**src/rtl/core/drcm_pkg.sv**
```systemverilog
`default_nettype none

package drcm_pkg;

    localparam int ADC_BITS        = 12;
    localparam int SCALE_FRAC_BITS = 8;
    localparam int COUNT_BITS_DEF  = 32;

    localparam int SCALE_W  = 24;
    localparam int THR_W    = 21;
    localparam int BLANK_W  = 16;
    localparam int SUM_W    = 58;
    localparam int CUR_W    = 27;
    localparam int MAG_W    = 26;
    localparam int DIFF_W   = ADC_BITS + 1;
    localparam int PROD_W   = DIFF_W + SCALE_W + 1;
    localparam int NA_W     = PROD_W - SCALE_FRAC_BITS;
    localparam int DIV_CNT_W = $clog2(SUM_W);

    localparam int CUR_LIMIT = 60000000;

    localparam int CFG_IDX_W  = 3;
    localparam int CFG_DATA_W = 24;

    localparam int S_TDATA_W = 2 * ADC_BITS;
    localparam int M_TDATA_RAW_W = CUR_W + 2 * MAG_W + 2 * ADC_BITS;
    localparam int M_TDATA_W = ((M_TDATA_RAW_W + 7) / 8) * 8;

    localparam logic [ADC_BITS-1:0] HIGH_OFFSET_RST = ADC_BITS'(2054);
    localparam logic [SCALE_W-1:0]  HIGH_SCALE_RST  = SCALE_W'(6778880);
    localparam logic [ADC_BITS-1:0] LOW_OFFSET_RST  = ADC_BITS'(2072);
    localparam logic [SCALE_W-1:0]  LOW_SCALE_RST   = SCALE_W'(144253);
    localparam logic [THR_W-1:0]    THRESHOLD_RST   = THR_W'(750000);
    localparam logic [BLANK_W-1:0]  BLANK_RST       = BLANK_W'(10000);

    typedef enum logic [CFG_IDX_W-1:0] {
        CFG_HIGH_OFFSET = 3'd0,
        CFG_HIGH_SCALE  = 3'd1,
        CFG_LOW_OFFSET  = 3'd2,
        CFG_LOW_SCALE   = 3'd3,
        CFG_THRESHOLD   = 3'd4,
        CFG_BLANK       = 3'd5
    } cfg_index_t;

    typedef enum logic [5:0] {
        ST_IDLE = 6'b000001,
        ST_MUL  = 6'b000010,
        ST_SEL  = 6'b000100,
        ST_ACC  = 6'b001000,
        ST_DIV  = 6'b010000,
        ST_DONE = 6'b100000
    } state_t;

    typedef struct packed {
        logic load_in;
        logic mul;
        logic sel;
        logic acc;
        logic div_step;
        logic load_out;
    } dp_cmd_t;

    typedef struct packed {
        logic div_last;
    } dp_status_t;

endpackage

`default_nettype wire

```
**src/rtl/core/dual_range_current_meter.sv**
```systemverilog
// Channel   Direction  Payload (tdata / tuser, lowest bit first)
// s_        in         tdata: high_code[11:0], low_code[23:12]
// m_        out        tdata: current_na, average_na, peak_na, high_code_echo,
//                      low_code_echo, zero pad; tuser: high_range_used
// cfg_      in         cfg_index selects the register, cfg_data carries its value
//
// A request passes from acceptance to a loaded result through multiply, select
// and saturate, accumulate, 58 divider steps for the running mean, and the load.
// The next request is accepted once the previous result is loaded; its own result
// waits until m_tready has taken the one before it.
// Synchronous active-low reset restores register defaults and clears control
// state, sum, count, peak and blanking counter; data registers are not reset.

`default_nettype none

module dual_range_current_meter #(
    parameter int COUNT_BITS = drcm_pkg::COUNT_BITS_DEF
) (
    input  wire                               aclk,
    input  wire                               aresetn,
    input  wire                               s_tvalid,
    output logic                              s_tready,
    // high_code, low_code
    input  wire [drcm_pkg::S_TDATA_W-1:0]     s_tdata,
    output logic                              m_tvalid,
    input  wire                               m_tready,
    // current_na, average_na, peak_na, high_code_echo, low_code_echo
    output logic [drcm_pkg::M_TDATA_W-1:0]    m_tdata,
    // high_range_used
    output logic                              m_tuser,
    input  wire                               cfg_valid,
    output logic                              cfg_ready,
    input  wire [drcm_pkg::CFG_IDX_W-1:0]     cfg_index,
    input  wire [drcm_pkg::CFG_DATA_W-1:0]    cfg_data
);

    drcm_pkg::dp_cmd_t    cmd;
    drcm_pkg::dp_status_t status;

    assign cfg_ready = 1'b1;

    drcm_ctrl u_ctrl (
        .aclk     (aclk),
        .aresetn  (aresetn),
        .s_tvalid (s_tvalid),
        .s_tready (s_tready),
        .m_tvalid (m_tvalid),
        .m_tready (m_tready),
        .cmd      (cmd),
        .status   (status)
    );

    drcm_datapath #(
        .COUNT_BITS (COUNT_BITS)
    ) u_datapath (
        .aclk      (aclk),
        .aresetn   (aresetn),
        .s_tdata   (s_tdata),
        .cfg_valid (cfg_valid),
        .cfg_index (cfg_index),
        .cfg_data  (cfg_data),
        .cmd       (cmd),
        .status    (status),
        .m_tdata   (m_tdata),
        .m_tuser   (m_tuser)
    );

endmodule

`default_nettype wire

```
**src/rtl/core/drcm_ctrl.sv**
```systemverilog
`default_nettype none

module drcm_ctrl (
    input  wire                  aclk,
    input  wire                  aresetn,
    input  wire                  s_tvalid,
    output logic                 s_tready,
    output logic                 m_tvalid,
    input  wire                  m_tready,
    output drcm_pkg::dp_cmd_t    cmd,
    input  drcm_pkg::dp_status_t status
);

    drcm_pkg::state_t state_reg;
    drcm_pkg::state_t state_next;
    logic             out_valid_reg;
    logic             out_valid_next;
    logic             out_free;

    assign s_tready = (state_reg == drcm_pkg::ST_IDLE);
    assign m_tvalid = out_valid_reg;
    assign out_free = !out_valid_reg || m_tready;

    always_comb begin
        state_next   = state_reg;
        cmd          = '0;
        unique case (state_reg)
            drcm_pkg::ST_IDLE: begin
                if (s_tvalid) begin
                    cmd.load_in = 1'b1;
                    state_next  = drcm_pkg::ST_MUL;
                end
            end
            drcm_pkg::ST_MUL: begin
                cmd.mul    = 1'b1;
                state_next = drcm_pkg::ST_SEL;
            end
            drcm_pkg::ST_SEL: begin
                cmd.sel    = 1'b1;
                state_next = drcm_pkg::ST_ACC;
            end
            drcm_pkg::ST_ACC: begin
                cmd.acc    = 1'b1;
                state_next = drcm_pkg::ST_DIV;
            end
            drcm_pkg::ST_DIV: begin
                cmd.div_step = 1'b1;
                if (status.div_last) begin
                    state_next = drcm_pkg::ST_DONE;
                end
            end
            drcm_pkg::ST_DONE: begin
                if (out_free) begin
                    cmd.load_out = 1'b1;
                    state_next   = drcm_pkg::ST_IDLE;
                end
            end
            default: begin
                state_next = drcm_pkg::ST_IDLE;
            end
        endcase
    end

    always_comb begin
        if (cmd.load_out) begin
            out_valid_next = 1'b1;
        end else if (m_tready) begin
            out_valid_next = 1'b0;
        end else begin
            out_valid_next = out_valid_reg;
        end
    end

    always_ff @(posedge aclk) begin
        if (!aresetn) begin
            state_reg     <= drcm_pkg::ST_IDLE;
            out_valid_reg <= 1'b0;
        end else begin
            state_reg     <= state_next;
            out_valid_reg <= out_valid_next;
        end
    end

    a_one_command: assert property (@(posedge aclk) disable iff (!aresetn)
        $onehot0(cmd))
        else $error("More than one datapath command in a cycle.");

    a_load_needs_room: assert property (@(posedge aclk) disable iff (!aresetn)
        cmd.load_out |-> (!out_valid_reg || m_tready))
        else $error("Result loaded over an untaken result.");

    a_accept_starts: assert property (@(posedge aclk) disable iff (!aresetn)
        (s_tvalid && s_tready) |=> (state_reg == drcm_pkg::ST_MUL))
        else $error("Accepted request did not start the computation.");

endmodule

`default_nettype wire

```
**src/rtl/core/drcm_datapath.sv**
```systemverilog
`default_nettype none

module drcm_datapath #(
    parameter int COUNT_BITS = drcm_pkg::COUNT_BITS_DEF
) (
    input  wire                                   aclk,
    input  wire                                   aresetn,
    input  wire [drcm_pkg::S_TDATA_W-1:0]         s_tdata,
    input  wire                                   cfg_valid,
    input  wire [drcm_pkg::CFG_IDX_W-1:0]         cfg_index,
    input  wire [drcm_pkg::CFG_DATA_W-1:0]        cfg_data,
    input  drcm_pkg::dp_cmd_t                     cmd,
    output drcm_pkg::dp_status_t                  status,
    output logic [drcm_pkg::M_TDATA_W-1:0]        m_tdata,
    output logic                                  m_tuser
);

    localparam int AW = drcm_pkg::ADC_BITS;
    localparam int PW = drcm_pkg::PROD_W;
    localparam int NW = drcm_pkg::NA_W;
    localparam int SW = drcm_pkg::SUM_W;
    localparam int MW = drcm_pkg::MAG_W;
    localparam int CW = drcm_pkg::CUR_W;
    localparam logic signed [NW-1:0] LIMIT_POS = NW'(drcm_pkg::CUR_LIMIT);
    localparam logic signed [NW-1:0] LIMIT_NEG = -NW'(drcm_pkg::CUR_LIMIT);

    logic [AW-1:0]                high_offset_reg;
    logic [drcm_pkg::SCALE_W-1:0] high_scale_reg;
    logic [AW-1:0]                low_offset_reg;
    logic [drcm_pkg::SCALE_W-1:0] low_scale_reg;
    logic [drcm_pkg::THR_W-1:0]   threshold_reg;
    logic [drcm_pkg::BLANK_W-1:0] blank_samples_reg;

    logic [AW-1:0]           high_code_reg;
    logic [AW-1:0]           low_code_reg;
    logic signed [PW-1:0]    prod_high_reg;
    logic signed [PW-1:0]    prod_low_reg;
    logic signed [CW-1:0]    cur_reg;
    logic [MW-1:0]           mag_reg;
    logic                    use_high_reg;

    logic [SW-1:0]                sum_reg;
    logic [COUNT_BITS-1:0]        count_reg;
    logic [MW-1:0]                peak_reg;
    logic [drcm_pkg::BLANK_W-1:0] blank_cnt_reg;

    logic [SW-1:0]                   dvd_reg;
    logic [COUNT_BITS-1:0]           rem_reg;
    logic [drcm_pkg::DIV_CNT_W-1:0]  step_reg;

    logic signed [CW-1:0] cur_out_reg;
    logic [MW-1:0]        avg_out_reg;
    logic [MW-1:0]        peak_out_reg;
    logic                 range_out_reg;
    logic [AW-1:0]        high_echo_reg;
    logic [AW-1:0]        low_echo_reg;

    logic signed [drcm_pkg::DIFF_W-1:0] diff_high;
    logic signed [drcm_pkg::DIFF_W-1:0] diff_low;
    logic signed [PW-1:0]               shift_high;
    logic signed [PW-1:0]               shift_low;
    logic signed [NW-1:0]               na_high;
    logic signed [NW-1:0]               na_low;
    logic signed [NW-1:0]               na_sel;
    logic signed [NW-1:0]               na_sat;
    logic signed [NW-1:0]               na_abs;
    logic                               use_high;
    logic [SW:0]                        sum_add;
    logic                               acc_ok;
    logic [SW-1:0]                      sum_next;
    logic [COUNT_BITS:0]                trial;
    logic [COUNT_BITS:0]                trial_sub;
    logic                               trial_ge;

    always_ff @(posedge aclk) begin
        if (!aresetn) begin
            high_offset_reg   <= drcm_pkg::HIGH_OFFSET_RST;
            high_scale_reg    <= drcm_pkg::HIGH_SCALE_RST;
            low_offset_reg    <= drcm_pkg::LOW_OFFSET_RST;
            low_scale_reg     <= drcm_pkg::LOW_SCALE_RST;
            threshold_reg     <= drcm_pkg::THRESHOLD_RST;
            blank_samples_reg <= drcm_pkg::BLANK_RST;
        end else if (cfg_valid) begin
            unique case (cfg_index)
                drcm_pkg::CFG_HIGH_OFFSET: high_offset_reg <= cfg_data[AW-1:0];
                drcm_pkg::CFG_HIGH_SCALE:  high_scale_reg  <= cfg_data[drcm_pkg::SCALE_W-1:0];
                drcm_pkg::CFG_LOW_OFFSET:  low_offset_reg  <= cfg_data[AW-1:0];
                drcm_pkg::CFG_LOW_SCALE:   low_scale_reg   <= cfg_data[drcm_pkg::SCALE_W-1:0];
                drcm_pkg::CFG_THRESHOLD:   threshold_reg   <= cfg_data[drcm_pkg::THR_W-1:0];
                drcm_pkg::CFG_BLANK:
                    blank_samples_reg <= cfg_data[drcm_pkg::BLANK_W-1:0];
                default: begin
                end
            endcase
        end
    end

    assign diff_high = $signed({1'b0, high_code_reg}) - $signed({1'b0, high_offset_reg});
    assign diff_low  = $signed({1'b0, low_code_reg}) - $signed({1'b0, low_offset_reg});

    assign shift_high = prod_high_reg >>> drcm_pkg::SCALE_FRAC_BITS;
    assign shift_low  = prod_low_reg >>> drcm_pkg::SCALE_FRAC_BITS;
    assign na_high    = shift_high[NW-1:0];
    assign na_low     = shift_low[NW-1:0];
    assign use_high   = na_low > $signed({{(NW - drcm_pkg::THR_W){1'b0}}, threshold_reg});
    assign na_sel     = use_high ? na_high : na_low;

    always_comb begin
        if (na_sel > LIMIT_POS) begin
            na_sat = LIMIT_POS;
        end else if (na_sel < LIMIT_NEG) begin
            na_sat = LIMIT_NEG;
        end else begin
            na_sat = na_sel;
        end
        na_abs = na_sat[NW-1] ? -na_sat : na_sat;
    end

    assign sum_add  = {1'b0, sum_reg} + {{(SW + 1 - MW){1'b0}}, mag_reg};
    assign acc_ok   = (count_reg != {COUNT_BITS{1'b1}}) && !sum_add[SW];
    assign sum_next = acc_ok ? sum_add[SW-1:0] : sum_reg;

    assign trial     = {rem_reg, dvd_reg[SW-1]};
    assign trial_sub = trial - {1'b0, count_reg};
    assign trial_ge  = trial >= {1'b0, count_reg};

    assign status.div_last = (step_reg == drcm_pkg::DIV_CNT_W'(SW - 1));

    always_ff @(posedge aclk) begin
        if (!aresetn) begin
            sum_reg       <= '0;
            count_reg     <= '0;
            peak_reg      <= '0;
            blank_cnt_reg <= '0;
            step_reg      <= '0;
        end else begin
            if (cmd.acc) begin
                sum_reg  <= sum_next;
                step_reg <= '0;
                if (acc_ok) begin
                    count_reg <= count_reg + COUNT_BITS'(1);
                end
                if (blank_cnt_reg < blank_samples_reg) begin
                    blank_cnt_reg <= blank_cnt_reg + drcm_pkg::BLANK_W'(1);
                end else if (mag_reg > peak_reg) begin
                    peak_reg <= mag_reg;
                end
            end
            if (cmd.div_step) begin
                step_reg <= step_reg + drcm_pkg::DIV_CNT_W'(1);
            end
        end
    end

    always_ff @(posedge aclk) begin
        if (cmd.load_in) begin
            high_code_reg <= s_tdata[AW-1:0];
            low_code_reg  <= s_tdata[2*AW-1:AW];
        end
        if (cmd.mul) begin
            prod_high_reg <= PW'(diff_high * $signed({1'b0, high_scale_reg}));
            prod_low_reg  <= PW'(diff_low * $signed({1'b0, low_scale_reg}));
        end
        if (cmd.sel) begin
            cur_reg      <= na_sat[CW-1:0];
            mag_reg      <= na_abs[MW-1:0];
            use_high_reg <= use_high;
        end
        if (cmd.acc) begin
            dvd_reg <= sum_next;
            rem_reg <= '0;
        end
        if (cmd.div_step) begin
            rem_reg <= trial_ge ? trial_sub[COUNT_BITS-1:0] : trial[COUNT_BITS-1:0];
            dvd_reg <= {dvd_reg[SW-2:0], trial_ge};
        end
        if (cmd.load_out) begin
            cur_out_reg   <= cur_reg;
            avg_out_reg   <= (count_reg == '0) ? '0 : dvd_reg[MW-1:0];
            peak_out_reg  <= peak_reg;
            range_out_reg <= use_high_reg;
            high_echo_reg <= high_code_reg;
            low_echo_reg  <= low_code_reg;
        end
    end

    assign m_tdata = {{(drcm_pkg::M_TDATA_W - drcm_pkg::M_TDATA_RAW_W){1'b0}},
                      low_echo_reg, high_echo_reg, peak_out_reg, avg_out_reg, cur_out_reg};
    assign m_tuser = range_out_reg;

    a_count_monotonic: assert property (@(posedge aclk) disable iff (!aresetn)
        count_reg >= $past(count_reg))
        else $error("Sample count went down.");

    a_sum_held_without_acc: assert property (@(posedge aclk) disable iff (!aresetn)
        !$past(cmd.acc) |-> $stable(sum_reg))
        else $error("Magnitude sum changed outside accumulation.");

    a_peak_in_range: assert property (@(posedge aclk) disable iff (!aresetn)
        peak_reg <= MW'(drcm_pkg::CUR_LIMIT))
        else $error("Peak magnitude above the current limit.");

    a_count_with_sum: assert property (@(posedge aclk) disable iff (!aresetn)
        (count_reg == '0) |-> (sum_reg == '0))
        else $error("Nonzero sum with zero sample count.");

endmodule

`default_nettype wire
```
**config.mk**
```make
export PLATFORM = sky130hd
export DESIGN_NAME = dual_range_current_meter
export DESIGN_NICKNAME = d
export VERILOG_FILES = /design/src/rtl/core/drcm_pkg.sv /design/src/rtl/core/dual_range_current_meter.sv /design/src/rtl/core/drcm_ctrl.sv /design/src/rtl/core/drcm_datapath.sv
export SDC_FILE = /design/constraint.sdc
export NUM_CORES = 2
export LEC_CHECK = 0
export ABC_AREA = 1
export BUFFER_PORTS_ARGS = -buffer_cell sky130_fd_sc_hd__buf_2
export CAP_MARGIN = 10
export CORE_UTILIZATION = 45
export DETAILED_ROUTE_END_ITERATION = 12
export GPL_ROUTABILITY_DRIVEN = 1
export SYNTH_ARGS = -nofsm -noshare
export SYNTH_HDL_FRONTEND = slang
export SYNTH_SLANG_ARGS = --single-unit
```
**constraint.sdc**
```tcl
create_clock -name aclk -period 11.6 [get_ports aclk]
set_clock_uncertainty 0.1 [all_clocks]
set_input_delay 1.16 -clock aclk [delete_from_list [all_inputs] [get_ports aclk]]
set_output_delay 1.16 -clock aclk [all_outputs]
set_load 0.01 [all_outputs]
```
==> metrics.md <==
| Metric | Value |
|---|---|
| DRC viols | `0` |
| Placeable Area | `107400 um^2` |
| Total clock sinks | `slightly below 600` |
| Clk Tree Root Cell | `clkbuf_16` |
| Crit-path slowest cell | `nand2_1` |
| Clock period minus worst slack | `9.407 ns` |
| Clk slew on worst S/H paths | `0.06 ns` |
| Slew Viols, Final | `0` |
| GPL Wtd Cong | `0.9536` |
| Final WS setup | `about 2.2 ns` |
| Top FF cell, synth | `edfxtp_1` |
| Synth Area in Compound Gates | `about a tenth` |
| Slew margin rel. | `24.51%` |
| Period Utilization, post-route | `81.10%` |
| Pre-CTS setup slack | `~2.2 ns` |
| Largest area contributor in the netlist | `edfxtp_1` |
| Startpoint Class | `flip-flop` |
| Largest family of logic cells by synthesized area | `adder cells` |
| Endpoints failing setup | `0` |
| TritonCTS Buffers | `just over 70` |
| CP Capture Type | `flip-flop` |
| Commonest non-fill, non-tap cell in the layout | `nand2_1` |
| Synth warnings | `0` |
| Synth top area share | `between 20% and 30%` |
| Xor-xnor portion of the synthesized cell area | `2.764%` |
| WP data required | `11.88 ns` |
| Port Buffers | `~160` |
| Gr ovfl total | `0` |
| Setup tns final | `0 ns` |
| Hold Path Class | `reg -> reg` |
| RSZ-0062 raised after global routing | `false` |
| Synth Net Count | `6674` |
| Total length of routed wires | `between 100000 and 150000 um` |
| Fillers | `around 10000` |
| DRT iter0 DRCs | `~2700` |
| DPL Wire Length | `~110000 um` |
| Most frequent cells in the layout | `nand2_1, inv_1, nor2_1` |
| Nets | `between 6000 and 7000` |
| Post-synthesis register bit count | `between 500 and 600` |
| Synth Cell Area | `around 49000 um^2` |
| Vias in the first global route | `38470` |
| Syn Inst Count | `5753` |
| Post CTS Setup Buffer Count | `0` |
| Initial antenna violation count | `5` |
| WL/cell | `approximately 19 um` |
| Status | `complete, no violations` |
| Number of synthesized flops with an enable pin | `approximately 330` |
| Worst Path Arrival | `approximately 9.7 ns` |
| Unique masters post-synth | `54` |
| Critical path class | `reg -> reg` |
| Synth area leaders | `edfxtp_1, fa_1, dfxtp_1` |
| IO Count | `164` |
| Vias per std cell | `between 5 and 6` |
| H-Tree Depth | `3` |
| CP most frequent cell | `nand2_1` |
| Clk_lat worst skew | `about 0.64 ns` |
| Die Width | `roughly 330 um` |
| Die Height | `~330 um` |
| # rows | `120` |
| # hold bufs at CTS | `0` |
| CTS tree | `built` |
| Adder-Cell Fraction of Synth Area | `29.65%` |
| Multiplexer area fraction after synthesis | `0%` |
| DRT Pass-1 Iters | `6` |
| Die area | `109800 um^2` |
| Slew @ Worst Pin | `approximately 1.1 ns` |
| Clock Path Buffers | `3` |
| Initial core utilization | `between 40% and 50%` |
| First-pass GRT wire length | `roughly 220000 um` |
| Area growth, synth to finish | `9.174%` |
| Ys async rst share | `0%` |
| Layout cells sized above 1 | `under 10%` |
| Worst Path Max Fanout | `18` |
| Max-cap violation count | `0` |
| Overall Global Routing Usage | `about a quarter` |
| Via count | `between 30000 and 40000` |
| DRT antenna net count | `0` |
| Post-synthesis simple-gate area fraction | `around 18%` |
| Peak per-stage delay on the critical path | `around 0.55 ns` |
| Synth Area per Inst | `8.482 um^2` |
| Fmax | `~110 MHz` |
| Largest net degree at the start of global routing | `83` |
| Final Hold Fails | `0` |
| Post-synthesis sequential area ratio | `30.79%` |
| Post_cts resized | `0` |
==> through the flow <==
stage | hold WS [ns] | utilization [%] | area, um^2 | std cells
finish | 0.3148 | 49.63 | 53280 | 7273
global placement | 0.3046 | 47.31 | 50790 | 7139
CTS | 0.3174 | 49.62 | 53270 | 7272
floorplan | 0.3003 | - | 48800 | 5753
global route | 0.3304 | 49.62 | 53270 | 7272
detailed placement | 0.3045 | 47.31 | 50790 | 7139
==> worst paths after layout <==
path / end / slack [ns] / depth (start not counted) / startpoint
setup reg to reg: u_datapath.prod_low_reg[36] / 2.19 / 42 / u_datapath.low_code_reg[0]
hold reg to reg: u_datapath.m_tuser / 0.31 / 0 / u_datapath.use_high_reg
hold / removal: u_datapath.m_tuser / 0.31 / 0 / u_datapath.use_high_reg
setup / recovery: u_datapath.prod_low_reg[36] / 2.19 / 42 / u_datapath.low_code_reg[0]
==> kinds of logic (layout without fill, tap and decap cells) <==
kind of cell | Yosys count | in the layout
simple gates | 2076 | 2076
buf+inv | 1207 | 1323
fa+ha+maj | 865 | 865
compound gates | 864 | 864
flops | 585 | 585
xor+xnor | 154 | 154
other cells | 2 | 3
==> worst max-delay path, delay by kind of cell, from the launching register on <==
family,cells,cell delay (ns)
AND/OR/NAND/NOR,16,2.40
AO/OA/AOI/OAI,11,1.86
flip-flops,1,0.35
adder cells (fa/ha/maj),9,3.84
XOR/XNOR,1,0.14
buffers and inverters,5,0.46
==> routing by layer <==
layer	global-route usage (%)	vias to the layer above	wire, um
met5	0	-	13
met4	8.847	2	4647
met3	4.285	233	8417
met2	43.06	1083	65910
met1	33.48	18710	60030
li1	-	18530	-
==> layout make-up <==
cell class	instances	area [um^2]	share of cell area, %
multi-input combinational	3961	29230	54.87
sequential	585	15020	28.20
inverter	1001	3757	7.053
clock buffer	86	1936	3.633
tap	1403	1755	3.295
timing repair buffer	189	1022	1.919
clock inverter	47	546.8	1.026
antenna	1	2.502	0.004697
==> cells in the mapped netlist (all sizes together), types with 8 or more instances <==
cell,n
a211oi,8
a21oi,397
a31oi,39
buf,28
clkbuf,178
clkinv,15
dfxtp,254
edfxtp,331
fa,486
ha,379
inv,986
nand2,1200
nand3,119
nand4,86
nor2,534
nor3,66
nor4,30
o211ai,68
o21a,18
o21ai,289
o221ai,8
o31ai,8
or2,28
xnor2,59
xor2,95
Power is left out: the tool's default activity adds up to more than one toggle a clock period on the data nets, which glitch-free logic cannot reach.
